$ cat config.mk
export PLATFORM = sky130hd
export DESIGN_NAME = deadline_timer_queue
export DESIGN_NICKNAME = d
export VERILOG_FILES = /design/src/design/dtq_pkg.sv /design/src/design/dtq_front.sv /design/src/design/dtq_back.sv /design/src/design/deadline_timer_queue.sv
export SDC_FILE = /design/constraint.sdc
export NUM_CORES = 2
export LEC_CHECK = 0
export BUFFER_PORTS_ARGS = -buffer_cell sky130_fd_sc_hd__buf_4
export CELL_PAD_IN_SITES_DETAIL_PLACEMENT = 1
export CELL_PAD_IN_SITES_GLOBAL_PLACEMENT = 1
export CORE_MARGIN = 2
export CORE_UTILIZATION = 49
export CTS_BUF_LIST = sky130_fd_sc_hd__clkbuf_8 sky130_fd_sc_hd__clkbuf_16
export DETAILED_ROUTE_END_ITERATION = 10
export PLACE_DENSITY = 0.87
export SLEW_MARGIN = 20
export SYNTH_ARGS = -nofsm -noshare
export SYNTH_HDL_FRONTEND = slang
export SYNTH_SLANG_ARGS = --single-unit
$ cat constraint.sdc
create_clock -name clk -period 12.8 [get_ports clk]
set_input_delay 1.28 -clock clk [delete_from_list [all_inputs] [get_ports clk]]
set_output_delay 1.28 -clock clk [all_outputs]
set_load 0.01 [all_outputs]
$ cat src/design/dtq_pkg.sv
// Shared types and constants for the deadline timer queue.
// No dependencies.
`timescale 1ns / 1ps
`default_nettype none
package dtq_pkg;
  localparam int SLOTS    = 16;
  localparam int SLOT_W   = 4;
  localparam int FIRE_CAP = 16;
  localparam int CNT_W    = 5;

  localparam logic [2:0] OP_ADD    = 3'd0;
  localparam logic [2:0] OP_CANCEL = 3'd1;
  localparam logic [2:0] OP_ABS    = 3'd2;
  localparam logic [2:0] OP_GAME   = 3'd3;
  localparam logic [2:0] OP_CLEAR  = 3'd4;
  localparam logic [2:0] OP_NOP    = 3'd7;

  localparam logic [1:0] ST_OK      = 2'd0;
  localparam logic [1:0] ST_FULL    = 2'd1;
  localparam logic [1:0] ST_INVALID = 2'd2;
  localparam logic [1:0] ST_NOSUCH  = 2'd3;

  localparam logic [2:0] HINT_MAX = 3'd5;

  typedef struct packed {
    logic [2:0]  operation;
    logic        clock_kind;
    logic [31:0] delay;
    logic        repeat_req;
    logic [3:0]  handle;
    logic [31:0] time_value;
  } in_t;

  typedef struct packed {
    logic [1:0] status;
    logic       fired;
    logic [3:0] slot;
    logic       is_last;
    logic [2:0] wait_hint;
  } out_t;

  typedef struct packed {
    logic [2:0]  op;
    logic        clock_kind;
    logic [31:0] delay;
    logic        repeat_req;
    logic [3:0]  handle;
    logic [31:0] time_value;
  } cmd_t;
endpackage
`default_nettype wire

$ cat src/design/dtq_front.sv
// Front end: accepts input words, decodes the operation, queues commands.
// Depends on dtq_pkg.
`timescale 1ns / 1ps
`default_nettype none
module dtq_front (
  input  wire logic          clk,
  input  wire logic          rst,
  input  wire logic          in_valid,
  output logic               in_ready,
  input  wire dtq_pkg::in_t  in_data,
  output logic               cmd_valid,
  input  wire logic          cmd_pop,
  output dtq_pkg::cmd_t      cmd
);
  dtq_pkg::cmd_t q [2];
  logic          wr_ptr;
  logic          rd_ptr;
  logic [1:0]    count;
  dtq_pkg::cmd_t dec;
  logic          push;
  logic          pop;

  always_comb begin
    dec.clock_kind = in_data.clock_kind;
    dec.delay      = in_data.delay;
    dec.repeat_req = in_data.repeat_req;
    dec.handle     = in_data.handle;
    dec.time_value = in_data.time_value;
    unique case (in_data.operation) inside
      dtq_pkg::OP_ADD, dtq_pkg::OP_CANCEL, dtq_pkg::OP_ABS,
      dtq_pkg::OP_GAME, dtq_pkg::OP_CLEAR: dec.op = in_data.operation;
      default: dec.op = dtq_pkg::OP_NOP;
    endcase
  end

  assign in_ready  = (count != 2'd2);
  assign cmd_valid = (count != 2'd0);
  assign cmd       = q[rd_ptr];
  assign push      = in_valid && in_ready;
  assign pop       = cmd_pop && cmd_valid;

  always_ff @(posedge clk) begin
    if (push) q[wr_ptr] <= dec;
  end

  always_ff @(posedge clk) begin
    if (rst) begin
      wr_ptr <= 1'b0;
      rd_ptr <= 1'b0;
      count  <= 2'd0;
    end else begin
      if (push) wr_ptr <= ~wr_ptr;
      if (pop) rd_ptr <= ~rd_ptr;
      count <= count + 2'(push) - 2'(pop);
    end
  end
endmodule
`default_nettype wire

$ cat src/design/dtq_back.sv
// Back end: timer table, sequential scans for due entries and wait hint,
// result buffer and output register. Depends on dtq_pkg.
`timescale 1ns / 1ps
`default_nettype none
module dtq_back (
  input  wire logic          clk,
  input  wire logic          rst,
  input  wire logic          cmd_valid,
  output logic               cmd_pop,
  input  wire dtq_pkg::cmd_t cmd,
  output logic               out_valid,
  input  wire logic          out_ready,
  output dtq_pkg::out_t      out_data
);
  localparam logic [2:0] S_IDLE  = 3'd0;
  localparam logic [2:0] S_EXEC  = 3'd1;
  localparam logic [2:0] S_SCAN  = 3'd2;
  localparam logic [2:0] S_FIRE  = 3'd3;
  localparam logic [2:0] S_HSCAN = 3'd4;
  localparam logic [2:0] S_HINT  = 3'd5;
  localparam logic [2:0] S_EMIT  = 3'd6;
  localparam logic [dtq_pkg::SLOT_W-1:0] LAST = dtq_pkg::SLOT_W'(dtq_pkg::SLOTS - 1);

  logic [2:0]  state;
  dtq_pkg::cmd_t c;
  logic [dtq_pkg::SLOTS-1:0] valid;
  logic [dtq_pkg::SLOTS-1:0] eclk;
  logic [63:0] dl  [dtq_pkg::SLOTS];
  logic [31:0] per [dtq_pkg::SLOTS];
  logic [31:0] ord [dtq_pkg::SLOTS];
  logic [31:0] counter;
  logic [63:0] abs_clock;
  logic [63:0] now;
  logic        tick_ck;
  logic [dtq_pkg::SLOT_W-1:0] idx;
  logic        found;
  logic [dtq_pkg::SLOT_W-1:0] best_idx;
  logic [63:0] best_dl;
  logic [31:0] best_age;
  logic [dtq_pkg::CNT_W-1:0] fires;
  logic [dtq_pkg::CNT_W-1:0] nres;
  logic [dtq_pkg::CNT_W-1:0] emit_idx;
  logic [1:0]  res_status [dtq_pkg::FIRE_CAP];
  logic        res_fired  [dtq_pkg::FIRE_CAP];
  logic [3:0]  res_slot   [dtq_pkg::FIRE_CAP];
  logic [63:0] earliest;
  logic        any;
  logic [2:0]  hint;

  logic [dtq_pkg::SLOT_W-1:0] rd_idx;
  logic [63:0] rd_dl;
  logic [31:0] rd_age;
  logic        due;
  logic        better;
  logic [dtq_pkg::SLOT_W-1:0] free_idx;
  logic        any_free;
  logic [63:0] diff;
  logic        res_we;
  logic [1:0]  res_st_w;
  logic        res_fi_w;
  logic [3:0]  res_sl_w;

  assign rd_idx = (state == S_FIRE) ? best_idx : idx;
  assign rd_dl  = dl[rd_idx];
  assign rd_age = counter - ord[rd_idx];
  assign due    = valid[rd_idx] && (eclk[rd_idx] == tick_ck) && (rd_dl <= now);
  assign better = !found || (rd_dl < best_dl) || ((rd_dl == best_dl) && (rd_age > best_age));
  assign diff   = earliest - abs_clock;
  assign any_free = ~&valid;
  assign cmd_pop  = (state == S_IDLE);

  always_comb begin
    free_idx = '0;
    for (int i = dtq_pkg::SLOTS - 1; i >= 0; i--) begin
      if (!valid[i]) free_idx = dtq_pkg::SLOT_W'(i);
    end
  end

  // result buffer write
  always_comb begin
    res_we   = 1'b0;
    res_st_w = dtq_pkg::ST_OK;
    res_fi_w = 1'b0;
    res_sl_w = '0;
    if (state == S_EXEC) begin
      res_we = (c.op != dtq_pkg::OP_ABS) && (c.op != dtq_pkg::OP_GAME);
      if (c.op == dtq_pkg::OP_ADD) begin
        if (c.delay == 32'd0) res_st_w = dtq_pkg::ST_INVALID;
        else if (!any_free) res_st_w = dtq_pkg::ST_FULL;
        else res_sl_w = free_idx;
      end else if (c.op == dtq_pkg::OP_CANCEL) begin
        res_sl_w = c.handle;
        if (!valid[c.handle]) res_st_w = dtq_pkg::ST_NOSUCH;
      end
    end else if (state == S_FIRE) begin
      res_we   = 1'b1;
      res_fi_w = 1'b1;
      res_sl_w = best_idx;
    end else if (state == S_SCAN && idx == LAST && !(found || due) && nres == '0) begin
      res_we = 1'b1;
    end
  end

  always_ff @(posedge clk) begin
    if (res_we) begin
      res_status[nres[dtq_pkg::SLOT_W-1:0]] <= res_st_w;
      res_fired[nres[dtq_pkg::SLOT_W-1:0]]  <= res_fi_w;
      res_slot[nres[dtq_pkg::SLOT_W-1:0]]   <= res_sl_w;
    end
  end

  // entry payload
  always_ff @(posedge clk) begin
    if (state == S_EXEC && c.op == dtq_pkg::OP_ADD && c.delay != 32'd0 && any_free) begin
      dl[free_idx]   <= {32'd0, c.delay} + (c.clock_kind ? abs_clock : {32'd0, c.time_value});
      per[free_idx]  <= c.repeat_req ? c.delay : 32'd0;
      ord[free_idx]  <= counter;
      eclk[free_idx] <= c.clock_kind;
    end else if (state == S_FIRE && per[best_idx] != 32'd0) begin
      dl[best_idx]  <= rd_dl + {32'd0, per[best_idx]};
      ord[best_idx] <= counter;
    end
  end

  always_ff @(posedge clk) begin
    if (state == S_IDLE) c <= cmd;
    if (rst) begin
      state     <= S_IDLE;
      valid     <= '0;
      counter   <= '0;
      abs_clock <= '0;
      out_valid <= 1'b0;
      nres      <= '0;
      emit_idx  <= '0;
      fires     <= '0;
      found     <= 1'b0;
      any       <= 1'b0;
      idx       <= '0;
    end else begin
      if (res_we) nres <= nres + 1'b1;
      if (out_valid && out_ready) out_valid <= 1'b0;
      unique case (state)
        S_IDLE: begin
          nres <= '0;
          if (cmd_valid) state <= S_EXEC;
        end
        S_EXEC: begin
          idx   <= '0;
          any   <= 1'b0;
          found <= 1'b0;
          fires <= '0;
          state <= S_HSCAN;
          case (c.op)
            dtq_pkg::OP_ADD: begin
              if (c.delay != 32'd0 && any_free) begin
                valid[free_idx] <= 1'b1;
                counter <= counter + 32'd1;
              end
            end
            dtq_pkg::OP_CANCEL: valid[c.handle] <= 1'b0;
            dtq_pkg::OP_CLEAR:  valid <= valid & eclk;
            dtq_pkg::OP_ABS: begin
              abs_clock <= abs_clock + {32'd0, c.time_value};
              now       <= abs_clock + {32'd0, c.time_value};
              tick_ck   <= 1'b1;
              state     <= S_SCAN;
            end
            dtq_pkg::OP_GAME: begin
              now     <= {32'd0, c.time_value};
              tick_ck <= 1'b0;
              state   <= S_SCAN;
            end
            default: ;
          endcase
        end
        S_SCAN: begin
          if (due && better) begin
            found    <= 1'b1;
            best_idx <= idx;
            best_dl  <= rd_dl;
            best_age <= rd_age;
          end
          idx <= idx + 1'b1;
          if (idx == LAST) begin
            idx   <= '0;
            state <= (found || due) ? S_FIRE : S_HSCAN;
          end
        end
        S_FIRE: begin
          if (per[best_idx] != 32'd0) counter <= counter + 32'd1;
          else valid[best_idx] <= 1'b0;
          fires <= fires + 1'b1;
          found <= 1'b0;
          idx   <= '0;
          state <= (fires + 1'b1 == dtq_pkg::CNT_W'(dtq_pkg::FIRE_CAP)) ? S_HSCAN : S_SCAN;
        end
        S_HSCAN: begin
          if (valid[idx] && eclk[idx] && (!any || rd_dl < earliest)) begin
            earliest <= rd_dl;
            any      <= 1'b1;
          end
          idx <= idx + 1'b1;
          if (idx == LAST) state <= S_HINT;
        end
        S_HINT: begin
          if (!any) hint <= dtq_pkg::HINT_MAX;
          else if (earliest < abs_clock) hint <= 3'd0;
          else if (diff < 64'(dtq_pkg::HINT_MAX)) hint <= diff[2:0];
          else hint <= dtq_pkg::HINT_MAX;
          emit_idx <= '0;
          state    <= S_EMIT;
        end
        S_EMIT: begin
          if (!out_valid || out_ready) begin
            out_valid          <= 1'b1;
            out_data.status    <= res_status[emit_idx[dtq_pkg::SLOT_W-1:0]];
            out_data.fired     <= res_fired[emit_idx[dtq_pkg::SLOT_W-1:0]];
            out_data.slot      <= res_slot[emit_idx[dtq_pkg::SLOT_W-1:0]];
            out_data.wait_hint <= hint;
            out_data.is_last   <= (emit_idx + 1'b1 == nres);
            emit_idx           <= emit_idx + 1'b1;
            if (emit_idx + 1'b1 == nres) state <= S_IDLE;
          end
        end
        default: state <= S_IDLE;
      endcase
    end
  end
endmodule
`default_nettype wire

$ cat src/design/deadline_timer_queue.sv
// Top level of the deadline timer queue: front decode queue and back engine.
// Depends on dtq_pkg, dtq_front, dtq_back.
// One word is worked at a time. Each scan walks the whole 16-entry table.
// An add, cancel, clear or unknown operation gives one result; a tick that
// fires n timers gives n results (at most 16, the fire cap), or one result
// if none fire. After the first result, one further result goes out per
// cycle while the result side is ready; a stall there holds the next result.
// A two-entry command queue takes new words while the engine is busy.
`timescale 1ns / 1ps
`default_nettype none
module deadline_timer_queue (
  input  wire logic          clk,
  input  wire logic          rst,
  input  wire logic          in_valid,
  output logic               in_ready,
  input  wire dtq_pkg::in_t  in_data,
  output logic               out_valid,
  input  wire logic          out_ready,
  output dtq_pkg::out_t      out_data
);
  logic          cmd_valid;
  logic          cmd_pop;
  dtq_pkg::cmd_t cmd;

  dtq_front u_front (
    .clk(clk), .rst(rst), .in_valid(in_valid), .in_ready(in_ready),
    .in_data(in_data), .cmd_valid(cmd_valid), .cmd_pop(cmd_pop), .cmd(cmd)
  );

  dtq_back u_back (
    .clk(clk), .rst(rst), .cmd_valid(cmd_valid), .cmd_pop(cmd_pop), .cmd(cmd),
    .out_valid(out_valid), .out_ready(out_ready), .out_data(out_data)
  );

`ifndef SYNTHESIS
  a_hint_range: assert property (@(posedge clk) disable iff (rst)
    out_valid |-> out_data.wait_hint <= dtq_pkg::HINT_MAX)
    else $error("wait hint out of range");
  a_fired_ok: assert property (@(posedge clk) disable iff (rst)
    out_valid && out_data.fired |-> out_data.status == dtq_pkg::ST_OK)
    else $error("fired result with error status");
  a_err_slot: assert property (@(posedge clk) disable iff (rst)
    out_valid && (out_data.status == dtq_pkg::ST_FULL ||
      out_data.status == dtq_pkg::ST_INVALID) |-> out_data.slot == 4'd0)
    else $error("rejected add reports a slot");
`endif
endmodule
`default_nettype wire

# Yosys cells after proc, flatten, opt, wreduce, memory -nomap -nowiden
# Memories as Yosys holds them, arrays and structs flattened. A register that Yosys moved wholly into a read port is not among the register bits.
# Cells that the tools add are included.
# word_totals
ff_bits,393
mem_bits_rw,2306
input_bits,77
out_inout_bits,13
mem_count,7
# classes
n_addsub,12
order_cmp,14
n_eq_ne,35
muxes,103
bitwise,11
reduce_logical,65
# memory_table
name,depth,word_bits,rd,rd_clocked_by_memory_dff,write_ports,line_no,text
u_back.dl,16,64,1,0,1,dtq_back.sv:28,logic [63:0] dl [dtq_pkg::SLOTS];
u_back.ord,16,32,1,0,1,dtq_back.sv:30,logic [31:0] ord [dtq_pkg::SLOTS];
u_back.per,16,32,1,1,1,dtq_back.sv:29,logic [31:0] per [dtq_pkg::SLOTS];
u_front.q,2,73,1,1,1,dtq_front.sv:15,dtq_pkg::cmd_t q [2];
u_back.res_slot,16,4,1,1,1,dtq_back.sv:45,logic [3:0] res_slot [dtq_pkg::FIRE_CAP];
u_back.res_status,16,2,1,1,1,dtq_back.sv:43,logic [1:0] res_status [dtq_pkg::FIRE_CAP];
+1 memories,n/a,n/a,n/a,n/a,n/a,n/a,
# ops
cell,count
64-bit less-than comparator,3
32-bit 2-to-1 mux,5
64-bit by 32-bit adder with 64-bit output,2
64-bit 2-to-1 mux,2
64-bit one-hot mux with 2 select lines,1
4-bit 2-to-1 mux,27
32-bit by 64-bit adder with 64-bit output,1
64-bit equality test,1
64-bit less-or-equal comparator,1
64-bit by 3-bit less-than comparator with 1-bit output (second input constant),1
32-bit one-hot mux with 2 select lines,1
32-bit nonzero test,2
64-bit OR reduction,1
64-bit subtractor,1
16-bit AND,3
16-bit one-hot mux with 3 select lines,1
3-bit 2-to-1 mux,11
32-bit by 1-bit adder with 32-bit output (second input constant),1
32-bit > comparator,1
32-bit zero test,1
16-bit 2-to-1 mux,2
16-bit NOT,2
16-bit one-hot mux with 2 select lines,1
32-bit OR reduction,1
other kinds (46),167

# Depth between registers and ports, before layout
# logic_depth
ltp_word,24
ltp_mapped,40
ltp_nobuf,32

# Cells and area by module
# A second synthesis with hierarchy kept.
# unflattened
cells_unflattened,8406
area_unflattened_um2,126025.9
# modules_own_cells
module,n_inst,cells_each,area_each_um2,seq_area_each_um2
dtq_back,1,8147,120485.6,77654.5
dtq_front,1,259,5540.3,4484.3

# Least setup slack after synthesis
# OpenSTA, ideal clock, no wires.
# synth_path
path_type,register to register
startpoint,register u_back.state[1]
endpoint,register with a tool-made name
setup_time_ps,87
arrival_ps,13814
setup_slack_ps,-1101
stages_incl_launch_ff,38
n_path_buf,9
synth_period_minus_slack_ps,13901
cell_sequence,dfxtp_1 > buf_4 > nand3b_4 > mux2i_4 > buf_6 > buf_6 > buf_4 > buf_4 > buf_4 > buf_2 > buf_2 > buf_2 > mux4_2 > nand2_1 > nand3_1 > nand2_1 > ha_1 > o21a_1 > (+2 left out) > o31ai_1 > a211oi_1 > o31ai_1 > a21oi_1 > o21a_1 > a31oi_1 > a221oi_1 > a21o_1 > a21oi_1 > xnor2_1 > ha_1 > nand4_1 > nor4_1 > nand3_1 > nor2b_1 > o2111ai_1 > a31oi_1 > mux2_2
# synth_lines
item,line_no,text
"start, declared",dtq_back.sv:24,logic [2:0] state;
"start signal, assigned",dtq_back.sv:186,state <= (found || due) ? S_FIRE : S_HSCAN;
"start signal, assigned",dtq_back.sv:195,state <= (fires + 1'b1 == dtq_pkg::CNT_W'(dtq_pkg::FIRE_CAP)) ? S_HSCAN : S_SCAN;

==> impl_metrics.json <==
{
  "clock_latency_ns": 1.03,
  "pre_cts_ws_ns": 2.06,
  "synth-adder-area-share_pct": 4.33,
  "fin_nets": 9005,
  "synth_xor_area_share_pct": 1.97,
  "grt_pass1_vias": 85604,
  "die_area_mm2": 0.259,
  "post_cts_buffers": 0,
  "fin_skew_ns": 0.134,
  "cts_hold_buf": 0,
  "rows": 185,
  "period_minus_slack_ns": 11.25,
  "crit_fanout": 73,
  "totalWireLength_um": 416000,
  "coreArea_mm2": 0.254,
  "io_pins": 90,
  "slowest_delay_ns": 0.94,
  "root_buffer": "clkbuf_16",
  "placed_area_mm2": 0.130,
  "cp.required_ns": 13.63,
  "track_usage_pct": 31.9,
  "antenna_found_initial": 10,
  "cts.sinks": 2783,
  "worst_pin_slew_ns": 1.14,
  "min_delay_worst_endpoint": "u_front.q[0][2]$_DFFE_PP_",
  "critPathArrivalTime_ns": 12.08,
  "path_delay_family": "compound AO/OA/AOI/OAI gates",
  "setup_tns_ns": 0,
  "maxSlewViolCount": 0,
  "cap_viol_max_count": 0,
  "drive_gt1_share_pct": 17.7,
  "hold_viol_final": 0,
  "dp_cells": 11554,
  "synth-simple-area-share_pct": 8.09,
  "ys_top_cells_by_area": "edfxtp_1 63%, mux4_2 10%, ha_1 4.2%, nand2_1 2.7%, dfxtp_1 2.3%",
  "synth_compound_area_share_pct": 5.95,
  "die_y_um": 509,
  "ant_nets": 0,
  "hpwl_um": 244000,
  "drtIter0Drc": 10226,
  "wl_per_cell_um": 34.4,
  "async_flop_share_pct": 0,
  "routabilityCongestion": 0.923,
  "powerDensity_mw_per_mm2": 207,
  "ys_seq_elements": 2783,
  "ys_seq_area_share_pct": 65.7,
  "fin_area_mm2": 0.140,
  "yosys.area.top_type": "edfxtp_1",
  "worst-path-buf-inv": 2,
  "grt-ovfl-total": 0,
  "viasPerCell": 6.72,
  "clkTransAtPathRegs_ns": 0.07,
  "ys.flop_type": "edfxtp_1",
  "hold_slack_ns": 0.431,
  "grt_start_max_net_pins": 122,
  "synth-edff-count": 2638,
  "synthToLayoutAreaGrowth_pct": 12.3,
  "start_util_pct": 49.2,
  "end_kind": "register",
  "worstSetupPathType": "reg2reg",
  "rsz0062_at_grt": "no",
  "hp-class": "in2reg",
  "r2r-start": "u_back.state[1]$_SDFFE_PP0P_",
  "cp_slowest_cell": "dfxtp_1",
  "slew_headroom_pct": 21.7,
  "synth_fp_nets": 8765,
  "worstHoldStart": "in_data[2]",
  "die_x_um": 509,
  "port_buffers": 89,
  "synth_most_common_cell": "edfxtp_1",
  "tritoncts": "yes",
  "yosysTopAreaCellShare_pct": 63.4,
  "status": "completed",
  "numCtsBuffers": 304,
  "p_leak_nw": 48.2,
  "final_util_pct": 55.2,
  "syn_area_per_cell_um2": 15.1,
  "ff2ff_setup_slack_ns": 1.55,
  "peakVddDrop_mv": 0.212,
  "synth_area_mm2": 0.125,
  "drt_pass1_iterations": 6,
  "netlist_instances": 8259,
  "grt_pass1_wl_um": 601000,
  "worstHoldPathCells": 1,
  "clk_path_buf_depth": 4,
  "start_kind": "register",
  "reg2reg_depth": 30,
  "yosysWarnings": 0,
  "ctsResizeCount": 0,
  "synthMuxAreaShare_pct": 11.6,
  "drc": 0,
  "setup_viol": 0,
  "p_total_mw": 29.1,
  "vias": 81311,
  "synth_top_family_by_area": "multiplexers",
  "synthTopCellsByCount": "2638 x edfxtp_1, 883 x nand2_1, 567 x mux4_2",
  "timing.fmax_mhz": 88.9,
  "timing.final.crit_share_pct": 87.9,
  "synthDistinctLibCells": 103,
  "layoutNonFillerInstCount": 12092,
  "setup_slack_ns": 1.55,
  "htree_num_levels": 5
}
layout make-up:
type,instances,area (um^2)
fill,23477,114000
sequential,2783,82100
multi-input combinational,4742,40500
clock buffer,316,7850
tap,3366,4210
timing repair buffer,289,2350
clock inverter,208,1800
inverter,379,1420
antenna,9,22.5
worst register-to-register path: cells and delay by family (launching register included):
family                   cells  cell delay (ns)
AO/OA/AOI/OAI               12             3.65
AND/OR/NAND/NOR             10             2.44
multiplexers                 3             1.83
buffers and inverters        2             1.49
flip-flops                   1             0.94
adder cells (fa/ha/maj)      2             0.63
XOR/XNOR                     1             0.14
registers in the layout, indices dropped and copies added, names as in the netlist, 32 cells and up, named ones only:
name / count
u_back.abs_clock: 64
u_back.c: 73
u_back.counter: 32
u_back.per: 512
u_front.q: 146
u_back.now: 64
u_back.earliest: 64
u_back.res_status: 32
u_back.best_dl: 64
u_back.dl: 1024
u_back.res_slot: 64
u_back.ord: 512
u_back.best_age: 32
worst max path at each step:
stage               slack, ns                    startpoint        to  cells after the start
finish                   1.55  u_back.state[1]$_SDFFE_PP0P_  register                     30
global route             1.21  u_back.state[1]$_SDFFE_PP0P_  register                     30
CTS                      1.64  u_back.state[1]$_SDFFE_PP0P_  register                     30
detailed placement       2.06  u_back.state[1]$_SDFFE_PP0P_  register                     30
global placement         2.54  u_back.state[1]$_SDFFE_PP0P_  register                     30
floorplan                1.62  u_back.state[1]$_SDFFE_PP0P_  register                     37
power by group:
part / internal (mW) / switching [mW]
Clock: 5.03 / 3.76
Combinational: 2.73 / 5.45
Sequential: 11.7 / 0.406
placed cells by master, fill, tap and decap left out, types with 55 or more instances in the layout:
master / Yosys / final
inv_1: 370 / 430
nand2_1: 883 / 882
nand2b_1: 74 / 74
nand3_1: 232 / 232
a31oi_1: 88 / 81
buf_4: 7 / 274
nor2_1: 374 / 348
o21ai_0: 208 / 193
nor3_1: 101 / 97
mux2_2: 118 / 116
dfxtp_1: 145 / 139
xnor2_1: 205 / 205
nor2b_1: 72 / 68
clkbuf_16: 0 / 311
and2_1: 60 / 55
xor2_1: 76 / 76
clkinv_1: 9 / 62
nand4_1: 110 / 110
mux4_2: 567 / 567
a21o_1: 154 / 153
a21oi_1: 342 / 339
edfxtp_1: 2638 / 2638
and3_1: 102 / 101
ha_1: 424 / 424
routing by layer:
layer / track usage (%) / part of all wire (%)
met5: 0 / 0.011
met4: 19.1 / 6.9
met3: 5.65 / 9.2
met2: 52.3 / 49
met1: 39.6 / 35
logic make-up after synthesis:
| family | after synthesis |
|---|---|
| AND/OR/NAND/NOR | 2162 |
| buffers and inverters | 734 |
| adder cells (fa/ha/maj) | 429 |
| AO/OA/AOI/OAI | 1153 |
| multiplexers | 717 |
| XOR/XNOR | 281 |
| flip-flops | 2783 |
Power figures use the tool's default switching activity.
